**config.mk**
```make
export PLATFORM = sky130hd
export DESIGN_NAME = tak_mul
export DESIGN_NICKNAME = d
export VERILOG_FILES = /design/src/rtl/tak_pkg.sv /design/src/rtl/tak_mul.sv
export SDC_FILE = /design/constraint.sdc
export NUM_CORES = 2
export LEC_CHECK = 0
export ABC_AREA = 1
export ABC_CLOCK_PERIOD_IN_PS = 11200
export BUFFER_PORTS_ARGS = -buffer_cell sky130_fd_sc_hd__buf_4
export CAP_MARGIN = 20
export CORE_MARGIN = 4
export CORE_UTILIZATION = 65
export DETAILED_ROUTE_END_ITERATION = 16
export PLACE_DENSITY = 0.79
export RECOVER_POWER = 25
export SLEW_MARGIN = 15
export SYNTH_ARGS = -nofsm -noshare
export SYNTH_HDL_FRONTEND = slang
export SYNTH_SLANG_ARGS = --single-unit
```
**constraint.sdc**
```tcl
create_clock -name clk -period 11.2 [get_ports clk]
set_clock_uncertainty 0.15 [all_clocks]
set_input_delay 1.12 -clock clk [delete_from_list [all_inputs] [get_ports clk]]
set_output_delay 1.12 -clock clk [all_outputs]
set_load 0.05 [all_outputs]
```
**src/rtl/tak_pkg.sv**
```systemverilog
// ----------------------------------------------------------------------------
// tak_pkg - shared types, constants and helpers of the tilt Kalman filter
// Register indexes, reset values, multiplier request and saturation helpers.
// ----------------------------------------------------------------------------
package tak_pkg;

  localparam int unsigned DataW = 32;
  localparam int unsigned CfgIdxW = 3;
  localparam int unsigned AccW = 44;
  localparam int unsigned MulW = 40;
  localparam int unsigned DivW = 44;

  localparam logic [CfgIdxW-1:0] RegSamplePeriod = 3'd0;
  localparam logic [CfgIdxW-1:0] RegAngleNoise = 3'd1;
  localparam logic [CfgIdxW-1:0] RegBiasNoise = 3'd2;
  localparam logic [CfgIdxW-1:0] RegMeasureNoise = 3'd3;

  localparam logic [31:0] RstSamplePeriod = 32'd4294967;
  localparam logic [30:0] RstAngleNoise = 31'd26844;
  localparam logic [30:0] RstBiasNoise = 31'd805;
  localparam logic [30:0] RstMeasureNoise = 31'd19660800;
  localparam logic signed [31:0] OneQ28 = 32'sd268435456;

  typedef struct packed {
    logic go;
    logic sh28;
  } mul_req_t;

  function automatic logic signed [AccW-1:0] ext32(input logic signed [31:0] v);
    return {{(AccW-32){v[31]}}, v};
  endfunction

  function automatic logic signed [AccW-1:0] ext40(input logic signed [MulW-1:0] v);
    return {{(AccW-MulW){v[MulW-1]}}, v};
  endfunction

  function automatic logic signed [31:0] sat32(input logic signed [AccW-1:0] v);
    logic hi;
    logic lo;
    hi = !v[AccW-1] && (v[AccW-2:31] != '0);
    lo = v[AccW-1] && (v[AccW-2:31] != '1);
    if (hi) return 32'sh7FFF_FFFF;
    else if (lo) return 32'sh8000_0000;
    else return v[31:0];
  endfunction

endpackage

```
**src/rtl/tak_mul.sv**
```systemverilog
// ----------------------------------------------------------------------------
// tak_mul - shared rounding multiplier
// Sign-magnitude 33x33 product, then shift by 28 or 32 rounding to nearest,
// ties away from zero. Two register stages.
// ----------------------------------------------------------------------------
module tak_mul
  import tak_pkg::*;
(
  input  logic                   clk,
  input  mul_req_t               req,
  input  logic signed [32:0]     a,
  input  logic signed [32:0]     b,
  output logic signed [MulW-1:0] res
);

  logic [32:0] amag;
  logic [32:0] bmag;
  logic [65:0] prod;
  logic        neg;
  logic        sh28;
  logic [66:0] rnd;
  logic [MulW-1:0] mag;

  assign amag = a[32] ? 33'(-a) : 33'(a);
  assign bmag = b[32] ? 33'(-b) : 33'(b);

  always_comb begin
    if (sh28) begin
      rnd = {1'b0, prod} + 67'(1 << 27);
      mag = MulW'(rnd >> 28);
    end else begin
      rnd = {1'b0, prod} + 67'(64'd1 << 31);
      mag = MulW'(rnd >> 32);
    end
  end

  always_ff @(posedge clk) begin
    if (req.go) begin
      prod <= amag * bmag;
      neg  <= a[32] ^ b[32];
      sh28 <= req.sh28;
    end
    res <= neg ? -$signed(mag) : $signed(mag);
  end

endmodule

```
* Word level (Yosys, flattened, before mapping)
Index checks and enable logic that the tools add are counted.
** Word-level totals
- Output and inout bits :: 40
- Bits in registers :: 108
- Logic and storage cells :: 15
** Operators by class
- Bitwise gates (word level) :: 1
- Multiplexer cells :: 4
- $mul :: 1
- Add/sub/neg operators :: 5
** Operator list (count)
- $add A66 B28 Y67 const B :: 1
- $add A66 B32 Y67 const B :: 1
- $mul A33 B33 Y66 :: 1
- $mux W33 :: 2
- $neg A33 Y33 :: 2
- $mux W40 :: 1
- $neg A39 Y40 :: 1
- $mux W39 :: 1
- $xor A1 B1 Y1 :: 1

* Depth between registers and ports, before layout
- Depth after elaboration :: 4
- Gate-level depth with buffers :: 43
- Mapped depth without buffers :: 41

* Worst setup path after synthesis
No wires, ideal clock.
- Path type :: input to register
- From :: input a[0]
- To :: register prod[56], data pin
- Setup time :: 252 ps
- Path buffers :: 3
- Setup slack :: 1973 ps
- Data required time :: 10798 ps
- Stages on the path :: 37
- Arrival time :: 8825 ps
- Cells stage by stage :: buf_4 > clkinv_2 > clkbuf_1 > ha_1 > inv_1 > nor3_1 > inv_1 > nor4_1 > xor2_1 > nand2_1 > nand2_1 > inv_1 > clkbuf_1 > nand2_1 > fa_1 > inv_1 > fa_1 > fa_1 > inv_1 > fa_1 > inv_1 > fa_1 > fa_1 > fa_1 > inv_1 > fa_1 > inv_1 > ha_1 > a21oi_1 > o21ai_0 > a21oi_1 > a21boi_0 > o21ai_0 > a21oi_1 > nand2_1 > nand2_1 > nand2_1
** Between the ends
- Cells in the longest elaborated chain, start to end :: 3
** RTL lines
- from (decl) :: RTL line tak_mul.sv:11 : input logic signed [32:0] a,
- $neg A33 Y33 :: RTL line tak_mul.sv:24 : assign amag = a[32] ? 33'(-a) : 33'(a);
- $mux W33 * :: RTL line tak_mul.sv:24
- $mul A33 B33 Y66 * :: RTL line tak_mul.sv:39 : prod <= amag * bmag;
- to (signal assigned) :: RTL line tak_mul.sv:39
- to (decl) :: RTL line tak_mul.sv:18 : logic [65:0] prod;
Mark *: on every way between the ends. The rest lies on a longest branch, timed or not.
A chain may end at the register's enable or synchronous reset.

* Final worst setup path
- From :: input b[0]
- To :: register prod[61], data pin
** Between the ends
- Cells in the longest elaborated chain, start to end :: 3
** RTL lines
- from (decl) :: RTL line tak_mul.sv:12 : input logic signed [32:0] b,
- $neg A33 Y33 :: RTL line tak_mul.sv:25 : assign bmag = b[32] ? 33'(-b) : 33'(b);
- $mux W33 * :: RTL line tak_mul.sv:25
- $mul A33 B33 Y66 * :: RTL line tak_mul.sv:39
Marked as above.

==> results.md <==
* Outcome: complete, but fails checks
* Failing checks: capacitance limit, slew limit
* Startpoint Class: input port
* Clk pin slew, worst setup/hold paths at 0.06 ns
* Worst hold slack at 0.6294 ns
* Tmin final at 10.27 ns
* Top-count cell post-synth: inv_1
* Most frequent CP cell: fa_1
* GRT Util Overall at 42.38%
* Worst-margin pin slew at 2.301 ns
* Crit. End Element: flop
* Max cap viols at 1
* Remaining Overflow, GRT at 0
* Post-CTS setup buffer count at 0
* YS warnings at 0
* Seq/Total Area, Yosys at 4.769%
* CP startpoint: b[0]
* I/O pins at approximately 110
* Die Height at 264.0 um
* Root Buffer: clkbuf_16
* Post-DR vias/cell at 5.827
* Peak per-stage delay on the critical path at 0.89 ns
* Max Clk Rate at 0.09740 GHz
* Multi-input logic area at 0.03466 mm^2
* Core Area at 0.06470 mm^2
* Buf+Inv Stages, Crit Path at 7
* ANT nets after route at 0
* Routed WL per cell at 22.22 um
* Layout cell share with drive strength beyond 1 at under 10%
* DRT Pass-1 Iters at 9
* Period utilization at 91.67%
* Synth top area cells: fa_1, inv_1, nand2_1
* Mapped Avg Cell Area at roughly 7.6 um^2
* Clk sink count at slightly above 80
* DRC Markers at 0
* Cts bufs inserted at 9
* CP arrival at 10.22 ns
* CTS Buffer Depth at 2
* Row count at a little over 90
* Top post-synthesis cells by count: inv_1, nand2_1, fa_1, nor2_1, ha_1
* Initial antenna violation count at 1
* Final net count at 6939
* DR vias at 37931
* CTS resizes at 0
* Synth Instances at 5610
* Die area at between 0.06 and 0.07 mm^2
* Number of synthesized flops with an enable pin at 41
* Routability cong. at 1.028
* Yosys top cell by area: fa_1
* Syn Std Cell Area at 0.04261 mm^2
* Synth async-reset ratio at 0%
* Reg area at just over 0.002 mm^2
* Slowest cell on crit path: clkinv_1
* Max Slew Vio Count at 42
* Finished Core Util at 69.40%
* Largest net degree at the start of global routing at 42
* Final setup TNS at 0 ns
* Required time worst endpoint at 11.15 ns
* FF-to-FF path depth at 13
* Critical path's top delay family: adder cells
* First-pass GRT wire length at 226400 um
* Synth cell types at 58
* Worst-path maximum fanout at 24
* Placement Setup Slack at 0.9670 ns
* Area grow syn2layout at 5.380%
* Flop-to-flop setup slack at 8.19 ns
* R2R Path End: res[23]$_DFF_P_
* CTS tree: yes
* Vias in the first global route at just over 40000
* WP depth at 32
* Port Buffers at 108
* Drt total wl at 144600 um
* Clk_lat worst skew at 0.35 ns
* Worst slew margin at -53.40%
* Hold path depth at 4
* Hold-fix buffers, CTS at 0
* Starting Density at 65.86%
* Critical Path Sink: prod[61]$_DFFE_PP_
* Final hold vios at 0
* Hold crit path type: reg -> reg
* Most used DFF post-synth: edfxtp_1
* Drt initial violations at 3871
* Die width at ~260 um
* Count of endpoints failing setup in the final report at 0
* Hold_sp: prod[63]$_DFFE_PP_
* FILL cells at 5418
* H-tree levels at 3
* RSZ-0062 raised after global routing: false
* Worst r2r src: sh28$_DFFE_PP_
* Crit Path Category: in -> reg
* Mapped Nets at 6902
* Share of the synthesized area in the top cell type at 44.97%
* #FFs+latches synth at 81
* Detail Placement HPWL at roughly 120000 um
* Final WS setup at 0.9332 ns
cell type report:
cell class              count  share of cell area [%]
diodes                      3                 0.01672
well taps                 855                   2.383
flip-flops and latches     81                   4.526
clock inverters             4                  0.1115
multi-input cells        3963                   77.20
repair buffers            217                   3.692
clock buffers              11                  0.5685
inverters                1375                   11.50
cells in the final DEF, fill, tap and decap left out, drive strengths merged, types with 5 or more instances in the layout:
| master | netlist | routed |
|---|---|---|
| a21boi | 5 | 5 |
| a21o | 8 | 8 |
| a21oi | 101 | 101 |
| a31oi | 13 | 13 |
| buf | 66 | 215 |
| clkbuf | 125 | 13 |
| clkinv | 17 | 19 |
| dfxtp | 40 | 40 |
| edfxtp | 41 | 41 |
| fa | 957 | 957 |
| ha | 266 | 266 |
| inv | 1358 | 1359 |
| nand2 | 1295 | 1295 |
| nand3 | 199 | 199 |
| nand3b | 8 | 8 |
| nand4 | 47 | 47 |
| nor2 | 770 | 770 |
| nor3 | 38 | 38 |
| nor4 | 14 | 14 |
| o21a | 17 | 17 |
| o21ai | 105 | 105 |
| o21bai | 9 | 9 |
| or2 | 15 | 15 |
| or3 | 5 | 5 |
| xnor2 | 15 | 15 |
| xor2 | 63 | 63 |
through the flow:
step                      std cells  instance area (um^2)
after detailed placement       6491                 44590
after floorplan                5610                 42610
after CTS                      6506                 44900
after global placement         6490                 44560
final                          6509                 44900
after global routing           6506                 44890
registers in the layout, summed over array words and instances (netlist names):
signal and cells:
prod 39, sh28 1, res 40, neg 1
worst register-to-register path: stages (launching register included):
cell	delay, ns
edfxtp_1	0.36
buf_4	0.28
inv_1	0.34
buf_4	0.41
nand3_1	0.14
nand2_1	0.19
nand2_1	0.08
inv_1	0.11
nand3_1	0.09
nor2_1	0.14
nand3_1	0.15
nand2_2	0.20
nand2_1	0.09
xor2_1	0.15
how the worst min path moves through the flow:
| stage | endpoint | slack, ns |
|---|---|---|
| final | res[31]$_DFF_P_ | 0.63 |
| after global routing | res[31]$_DFF_P_ | 0.68 |
| after CTS | res[31]$_DFF_P_ | 0.62 |
| after detailed placement | res[31]$_DFF_P_ | 0.60 |
| after global placement | res[31]$_DFF_P_ | 0.60 |
| after floorplan | res[37]$_DFF_P_ | 0.45 |
logic make-up after synthesis:
logic type                 share of synthesized area [%]
DFF                                                4.769
buffers and inverters                              14.01
and+or+nand+nor                                    23.24
xor gates and xnor gates                           1.692
AOI/OAI and AO/OA                                  3.512
adders and majority gates                          52.78
layer usage:
metal | vias to the layer above | wire [um] | GRT usage [%]
li1 | 16379 | - | -
met1 | 18413 | 50480 | 53.27
met2 | 2454 | 62230 | 64.75
met3 | 683 | 19530 | 12.61
met4 | 2 | 12380 | 26.51
met5 | - | 16 | 0
Power is left out: the tool's default activity adds up to more than one toggle a clock period on the data nets, which glitch-free logic cannot reach.
