**src/rtl/tak_pkg.sv**
```systemverilog
// ----------------------------------------------------------------------------
// tak_pkg - shared types, constants and helpers of the tilt Kalman filter
// Register indexes, reset values, multiplier request and saturation helpers.
// ----------------------------------------------------------------------------
package tak_pkg;

  localparam int unsigned DataW = 32;
  localparam int unsigned CfgIdxW = 3;
  localparam int unsigned AccW = 44;
  localparam int unsigned MulW = 40;
  localparam int unsigned DivW = 44;

  localparam logic [CfgIdxW-1:0] RegSamplePeriod = 3'd0;
  localparam logic [CfgIdxW-1:0] RegAngleNoise = 3'd1;
  localparam logic [CfgIdxW-1:0] RegBiasNoise = 3'd2;
  localparam logic [CfgIdxW-1:0] RegMeasureNoise = 3'd3;

  localparam logic [31:0] RstSamplePeriod = 32'd4294967;
  localparam logic [30:0] RstAngleNoise = 31'd26844;
  localparam logic [30:0] RstBiasNoise = 31'd805;
  localparam logic [30:0] RstMeasureNoise = 31'd19660800;
  localparam logic signed [31:0] OneQ28 = 32'sd268435456;

  typedef struct packed {
    logic go;
    logic sh28;
  } mul_req_t;

  function automatic logic signed [AccW-1:0] ext32(input logic signed [31:0] v);
    return {{(AccW-32){v[31]}}, v};
  endfunction

  function automatic logic signed [AccW-1:0] ext40(input logic signed [MulW-1:0] v);
    return {{(AccW-MulW){v[MulW-1]}}, v};
  endfunction

  function automatic logic signed [31:0] sat32(input logic signed [AccW-1:0] v);
    logic hi;
    logic lo;
    hi = !v[AccW-1] && (v[AccW-2:31] != '0);
    lo = v[AccW-1] && (v[AccW-2:31] != '1);
    if (hi) return 32'sh7FFF_FFFF;
    else if (lo) return 32'sh8000_0000;
    else return v[31:0];
  endfunction

endpackage

```
**src/rtl/tak_div.sv**
```systemverilog
// ----------------------------------------------------------------------------
// tak_div - two-lane restoring divider for the gains
// Divides (n << 28) by a shared divisor, two quotient bits per cycle in 30
// steps. Quotients clamp to 2^31.
// ----------------------------------------------------------------------------
module tak_div
  import tak_pkg::*;
(
  input  logic            clk,
  input  logic            rst,
  input  logic            start,
  input  logic [DivW-1:0] divisor,
  input  logic [31:0]     num0,
  input  logic [31:0]     num1,
  output logic            busy,
  output logic            done,
  output logic [31:0]     q0,
  output logic [31:0]     q1
);

  localparam int unsigned NumW = 60;
  localparam int unsigned Steps = NumW / 2;

  logic [DivW-1:0] d;
  logic [NumW-1:0] n0, n1, qa, qb;
  logic [DivW-1:0] r0, r1;
  logic [DivW-1:0] r0_next, r1_next;
  logic [1:0]      b0, b1;
  logic [4:0]      cnt;

  function automatic logic [DivW:0] step(input logic [DivW-1:0] r, input logic nb,
                                         input logic [DivW-1:0] dv);
    logic [DivW:0] s;
    s = {r, nb};
    if (s >= {1'b0, dv}) return {1'b1, DivW'(s - {1'b0, dv})};
    else return {1'b0, s[DivW-1:0]};
  endfunction

  always_comb begin
    logic [DivW:0] t;
    t = step(r0, n0[NumW-1], d);
    b0[1] = t[DivW];
    t = step(t[DivW-1:0], n0[NumW-2], d);
    b0[0] = t[DivW];
    r0_next = t[DivW-1:0];
    t = step(r1, n1[NumW-1], d);
    b1[1] = t[DivW];
    t = step(t[DivW-1:0], n1[NumW-2], d);
    b1[0] = t[DivW];
    r1_next = t[DivW-1:0];
  end

  always_ff @(posedge clk) begin
    if (rst) begin
      busy <= 1'b0;
      done <= 1'b0;
      cnt  <= '0;
    end else begin
      done <= !start && busy && (cnt == 5'(Steps - 1));
      if (start) begin
        busy <= 1'b1;
        cnt  <= '0;
        d    <= divisor;
        n0   <= {num0, 28'b0};
        n1   <= {num1, 28'b0};
        r0   <= '0;
        r1   <= '0;
        qa   <= '0;
        qb   <= '0;
      end else if (busy) begin
        n0 <= n0 << 2;
        n1 <= n1 << 2;
        r0 <= r0_next;
        r1 <= r1_next;
        qa <= {qa[NumW-3:0], b0};
        qb <= {qb[NumW-3:0], b1};
        cnt <= cnt + 5'd1;
        if (cnt == 5'(Steps - 1)) begin
          busy <= 1'b0;
        end
      end
    end
  end

  assign q0 = (qa[NumW-1:31] != '0) ? 32'h8000_0000 : qa[31:0];
  assign q1 = (qb[NumW-1:31] != '0) ? 32'h8000_0000 : qb[31:0];

endmodule

```
**config.mk**
```make
export PLATFORM = sky130hd
export DESIGN_NAME = tak_div
export DESIGN_NICKNAME = d
export VERILOG_FILES = /design/src/rtl/tak_pkg.sv /design/src/rtl/tak_div.sv
export SDC_FILE = /design/constraint.sdc
export NUM_CORES = 1
export LEC_CHECK = 0
export BUFFER_PORTS_ARGS = -buffer_cell sky130_fd_sc_hd__buf_2
export CORE_MARGIN = 2
export CORE_UTILIZATION = 35
export CTS_BUF_LIST = sky130_fd_sc_hd__clkbuf_4 sky130_fd_sc_hd__clkbuf_8
export CTS_CLUSTER_SIZE = 30
export DETAILED_ROUTE_END_ITERATION = 6
export SLEW_MARGIN = 5
export SYNTH_ARGS = -nofsm -noshare
export SYNTH_HDL_FRONTEND = slang
export SYNTH_SLANG_ARGS = --single-unit
```
**constraint.sdc**
```tcl
create_clock -name clk -period 46 [get_ports clk]
set_input_delay 2.3 -clock clk [delete_from_list [all_inputs] [get_ports clk]]
set_output_delay 2.3 -clock clk [all_outputs]
set_load 0.02 [all_outputs]
```
; Word level (Yosys, flattened, before mapping)
; Cells that the tools add are included.
[totals]
ff_bits = 375
latch_bits = 0
ramBits = 0
mem_bits_ro = 0
inputBits = 111
output_inout_bits = 66
wordCells = 49
memories = 0
[classes]
n_addsub = 5
mul = 0
div = 0
order_cmp = 4
eq_ne = 1
shift = 0
mux = 17
n_bitwise = 1
n_reduce_logical = 9
[ops]
columns = operator, count
row1 = $mux 60, 6
row2 = $ge 45x44->1, 4
row3 = $mux 45, 4
row4 = $sub 44x44->44, 4
row5 = $mux 44, 2
row6 = $mux 32, 2
row7 = $reduce_bool 29->1, 2
row8 = $add 5x1->5 const B, 1
row9 = $eq 5x5->1 const B, 1
row10 = $reduce_and 2->1, 2
row11 = $mux 1, 3
row12 = $logic_and 1x1->1, 2
row13 = $reduce_bool 2->1, 1
row14 = $reduce_or 2->1, 1
row15 = $logic_not 1->1, 1
row16 = $not 1->1, 1

; Logic depth before layout (Yosys ltp)
[logic_depth]
word_depth = 5
depth_mapped = 28
mapped_depth_nobuf = 25

; Worst setup path before layout
; No wires, ideal clock.
[synth_path]
path_kind = input port to flip-flop
start = input port start
end = register n0[28], enable pin
t_arrival_ps = 15812
required_time_ps = 44999
setup_slack_ps = 29187
cell_stages = 3
path_buffers = 1
path_cell_list = clkbuf_1 > inv_1 > a21oi_1
[synth_via]
elab_chain_cells = 2
[synth_lines]
columns = item, line_no
row1 = "start, declared", tak_div.sv:11  ; input logic start,
row2 = $reduce_bool 2->1 (no line), -
row3 = $reduce_and 2->1 (no line), -
row4 = "end signal, assigned", tak_div.sv:64  ; n0 <= {num0, 28'b0};
row5 = "end signal, assigned", tak_div.sv:71  ; n0 <= n0 << 2;
row6 = "end, declared", tak_div.sv:25  ; logic [NumW-1:0] n0, n1, qa, qb;
; Every way passes these cells.
; A chain may end at the register's enable or synchronous reset.

; Final worst setup path
[layout_path]
start = register d[20]
end = register r0[18], data pin
[layout_via]
elab_chain_cells = 5
[layout_lines]
columns = item, line_no
row1 = "start, declared", tak_div.sv:24  ; logic [DivW-1:0] d;
row2 = "start signal, assigned", tak_div.sv:63  ; d <= divisor;
row3 = $ge 45x44->1 or $sub 44x44->44 (tied branches), tak_div.sv:35  ; if (s >= {1'b0, dv}) return {1'b1, DivW'(s - {1'b0, dv})};
row4 = $mux 45, tak_div.sv:35
row5 = $sub 44x44->44 or $ge 45x44->1 (tied branches), tak_div.sv:35
row6 = $mux 45 *, tak_div.sv:35
row7 = $mux 44 *, tak_div.sv:70  ; end else if (busy) begin
row8 = "end signal, assigned", tak_div.sv:73  ; r0 <= r0_next;
row9 = "end, declared", tak_div.sv:26  ; logic [DivW-1:0] r0, r1;
; Every way passes the cells marked *; elsewhere a longest branch is shown, timed or not. The select of a mux whose other input is x is not followed.

==> flow_summary.json <==
{
  "crit_type": "reg -> reg",
  "worst_pin_slew_ns": 1.00,
  "placement.io_buffers": 176,
  "finalHoldViolCount": 0,
  "drive_gt1_share_pct": 16.2,
  "worst_path_most_repeated_cell": "a21oi_1",
  "path_clk_slew_ns": 0.06,
  "multiInputGateArea_um2": 13900,
  "slowest_stage": "o21a_1",
  "finalInstanceArea_um2": 27500,
  "skew_ns": 0.0449,
  "period_minus_slack_ns": 7.70,
  "insertion_delay_ns": 0.71,
  "synth.yosys.warnings": 0,
  "status": "complete, no violations",
  "cts_resized": 0,
  "cts_tree": "done",
  "instances_no_fill": 3669,
  "dpl_cell_area_um2": 26200,
  "synth_edf_count": 316,
  "vias": 20668,
  "die-area_um2": 71900,
  "drt_iter0_markers": 1630,
  "die_x_um": 268,
  "cts_root_buffer": "clkbuf_8",
  "synth-async-reset-ratio_pct": 0,
  "end_kind": "register",
  "hp-class": "reg -> reg",
  "grt_pass1_vias": 20334,
  "synth_seq_area_share_pct": 39.4,
  "cts_buffer_depth": 3,
  "cp_top_family": "compound AO/OA/AOI/OAI gates",
  "rows": 96,
  "crit_arrival_ns": 8.11,
  "finalSetupViolations": 0,
  "path_max_fanout": 40,
  "rsz0062_at_grt": "false",
  "num-nets-final": 2978,
  "syn_inst": 2540,
  "wl_per_cell_um": 19.6,
  "synthFlopType": "edfxtp_1",
  "ys_types": 82,
  "postCtsSetupRepairBufs": 0,
  "synth_seq_cells": 323,
  "tns_ns": 0,
  "start_util_pct": 35.5,
  "worstPathRequired_ns": 46.41,
  "syn_avg_cell_area_um2": 9.62,
  "antenna_found_initial": 5,
  "die_h_um": 268,
  "start_kind": "register",
  "maxSlewHeadroom_pct": 33.2,
  "syn_area_um2": 24400,
  "track_usage_pct": 19.4,
  "crit_chain": "inv_1 > ha_1 > a21o_1 > a21oi_1 > nor4bb_1 > nand3_1 > a31o_2 > a21oi_1 > o21a_1 > mux2i_1 > ha_1 > nor2b_1 > o21bai_1 > nand3_1 > a21oi_1 > a2111oi_0 > nor3_2 > o21bai_2 > a221o_1 > buf_4 > o21ai_1 > o21ai_0",
  "cts.htree.levels": 2,
  "dp_cells": 3553,
  "gp_congestion": 0.925,
  "viasPerCell": 5.63,
  "drcViolationCount": 0,
  "areaGrowthSynthToFinish_pct": 12.4,
  "fmax_mhz": 130,
  "totalWireLength_um": 72100,
  "slowest_delay_ns": 0.71,
  "ioPinCount": 177,
  "grt_pass1_wl_um": 111000,
  "grt_overflow": 0,
  "critical_path_buf_inv_count": 2,
  "firstDrtPassIters": 6,
  "synth_nets": 2833,
  "slew_viol_final": 0,
  "hold_buffers": 0,
  "final_antenna_net_count": 0,
  "clkSinkCount": 323,
  "fillCellCount": 6774,
  "min_period_over_period_pct": 16.7,
  "dpl.hpwl_um": 53200,
  "seqCellArea_um2": 9630,
  "max_cap_violations": 0,
  "grt_max_degree": 127,
  "core_area_um2": 68800,
  "cts_buffers": 61
}
==> registers in the layout, summed over array words and instances (netlist names) <==
register,count
n0,32
n1,32
busy,1
d,44
qb,60
r0,44
qa,60
cnt,5
done,1
r1,44
==> cell type report <==
cell class              instances  area share (%)
repair buffers                196            3.79
diodes                          3          0.0273
flip-flops and latches        323            35.1
clock buffers                  77            3.50
clock inverters                36            1.04
well taps                     931            4.24
inverters                     120            1.64
multi-input cells            1983            50.7
==> cells in the mapped netlist, drive strengths merged, types with 24 or more instances <==
library cell / instances / area share [%]
a211oi: 35 / 1.1
a21o: 82 / 2.5
a21oi: 229 / 4.7
and2: 80 / 2.0
buf: 36 / 0.74
clkbuf: 78 / 1.2
edfxtp: 316 / 39
ha: 178 / 9.1
inv: 120 / 1.8
mux2: 129 / 5.9
nand2: 152 / 2.3
nand3: 110 / 2.3
nand4: 40 / 1.1
nor2: 121 / 1.9
nor2b: 127 / 3.3
nor3: 61 / 1.3
o211ai: 24 / 0.74
o21ai: 166 / 3.4
o21bai: 25 / 0.78
xnor2: 82 / 2.9
xor2: 62 / 2.2
==> cell usage in the layout, fill, tap and decap left out, types with 11 or more instances in the layout <==
master / instances
o31ai_1: 11
nor2b_1: 127
a31oi_1: 22
o21bai_1: 24
o211ai_1: 24
nand4_1: 39
o21ai_0: 164
nand3_1: 110
inv_1: 120
buf_4: 20
nor4_1: 21
a21o_1: 82
o21a_1: 23
edfxtp_1: 316
or3_1: 14
a21boi_0: 11
mux2_2: 129
ha_1: 178
and2_1: 80
and3_1: 23
xnor2_1: 82
nor3_1: 60
clkbuf_4: 16
xor2_1: 62
buf_2: 175
clkinv_1: 19
nand2b_1: 14
nand2_1: 152
nor2_1: 120
clkbuf_8: 61
a211oi_1: 34
a21oi_1: 228
==> path summary, 6_finish.rpt <==
path,startpoint,end,slack (ns),cells past startpoint
setup / recovery,d[20],r0[18],38.30,22
hold / removal,cnt[4],done,0.51,2
setup reg to reg,d[20],r0[18],38.30,22
hold reg to reg,cnt[4],done,0.51,2
==> through the flow <==
step / worst slack, ns / hold slack [ns] / util (%)
final: 38.30 / 0.512 / 39.9
after global routing: 37.73 / 0.552 / 39.9
after CTS: 38.31 / 0.510 / 39.9
after detailed placement: 38.31 / 0.493 / 38.1
after global placement: 38.28 / 0.492 / 38.1
after floorplan: 29.19 / 0.467 / -
==> worst min-delay path, stage by stage (launching register included) <==
cell and delay (ns):
dfxtp_1 0.32, nand4_1 0.09, nor3_1 0.05
==> per-layer routing <==
metal  share of wire (%)  routed length (µm)  global-route usage [%]  up-vias
met4                 3.4                2460                    7.38        4
met2                  47               34100                    32.4      717
met1                  43               30800                    25.0     9986
li1                    -                   -                       -     9804
met5               0.033                  24                       0        -
met3                 6.6                4790                    3.39      157
==> cell families (layout without fill, tap and decap cells) <==
logic type / after synthesis / in the layout / share of synthesized area, %
compound gates: 732 / 732 / 19.1
xor+xnor: 144 / 144 / 5.16
fa+ha+maj: 182 / 182 / 9.45
buf+inv: 234 / 429 / 3.79
flops: 323 / 323 / 39.4
mux: 134 / 134 / 6.15
other cells: 0 / 3 / 0
simple gates: 791 / 791 / 17.0
Power is not shown: default switching activity piles up to over one toggle a cycle in this logic, so the estimate is an artifact.
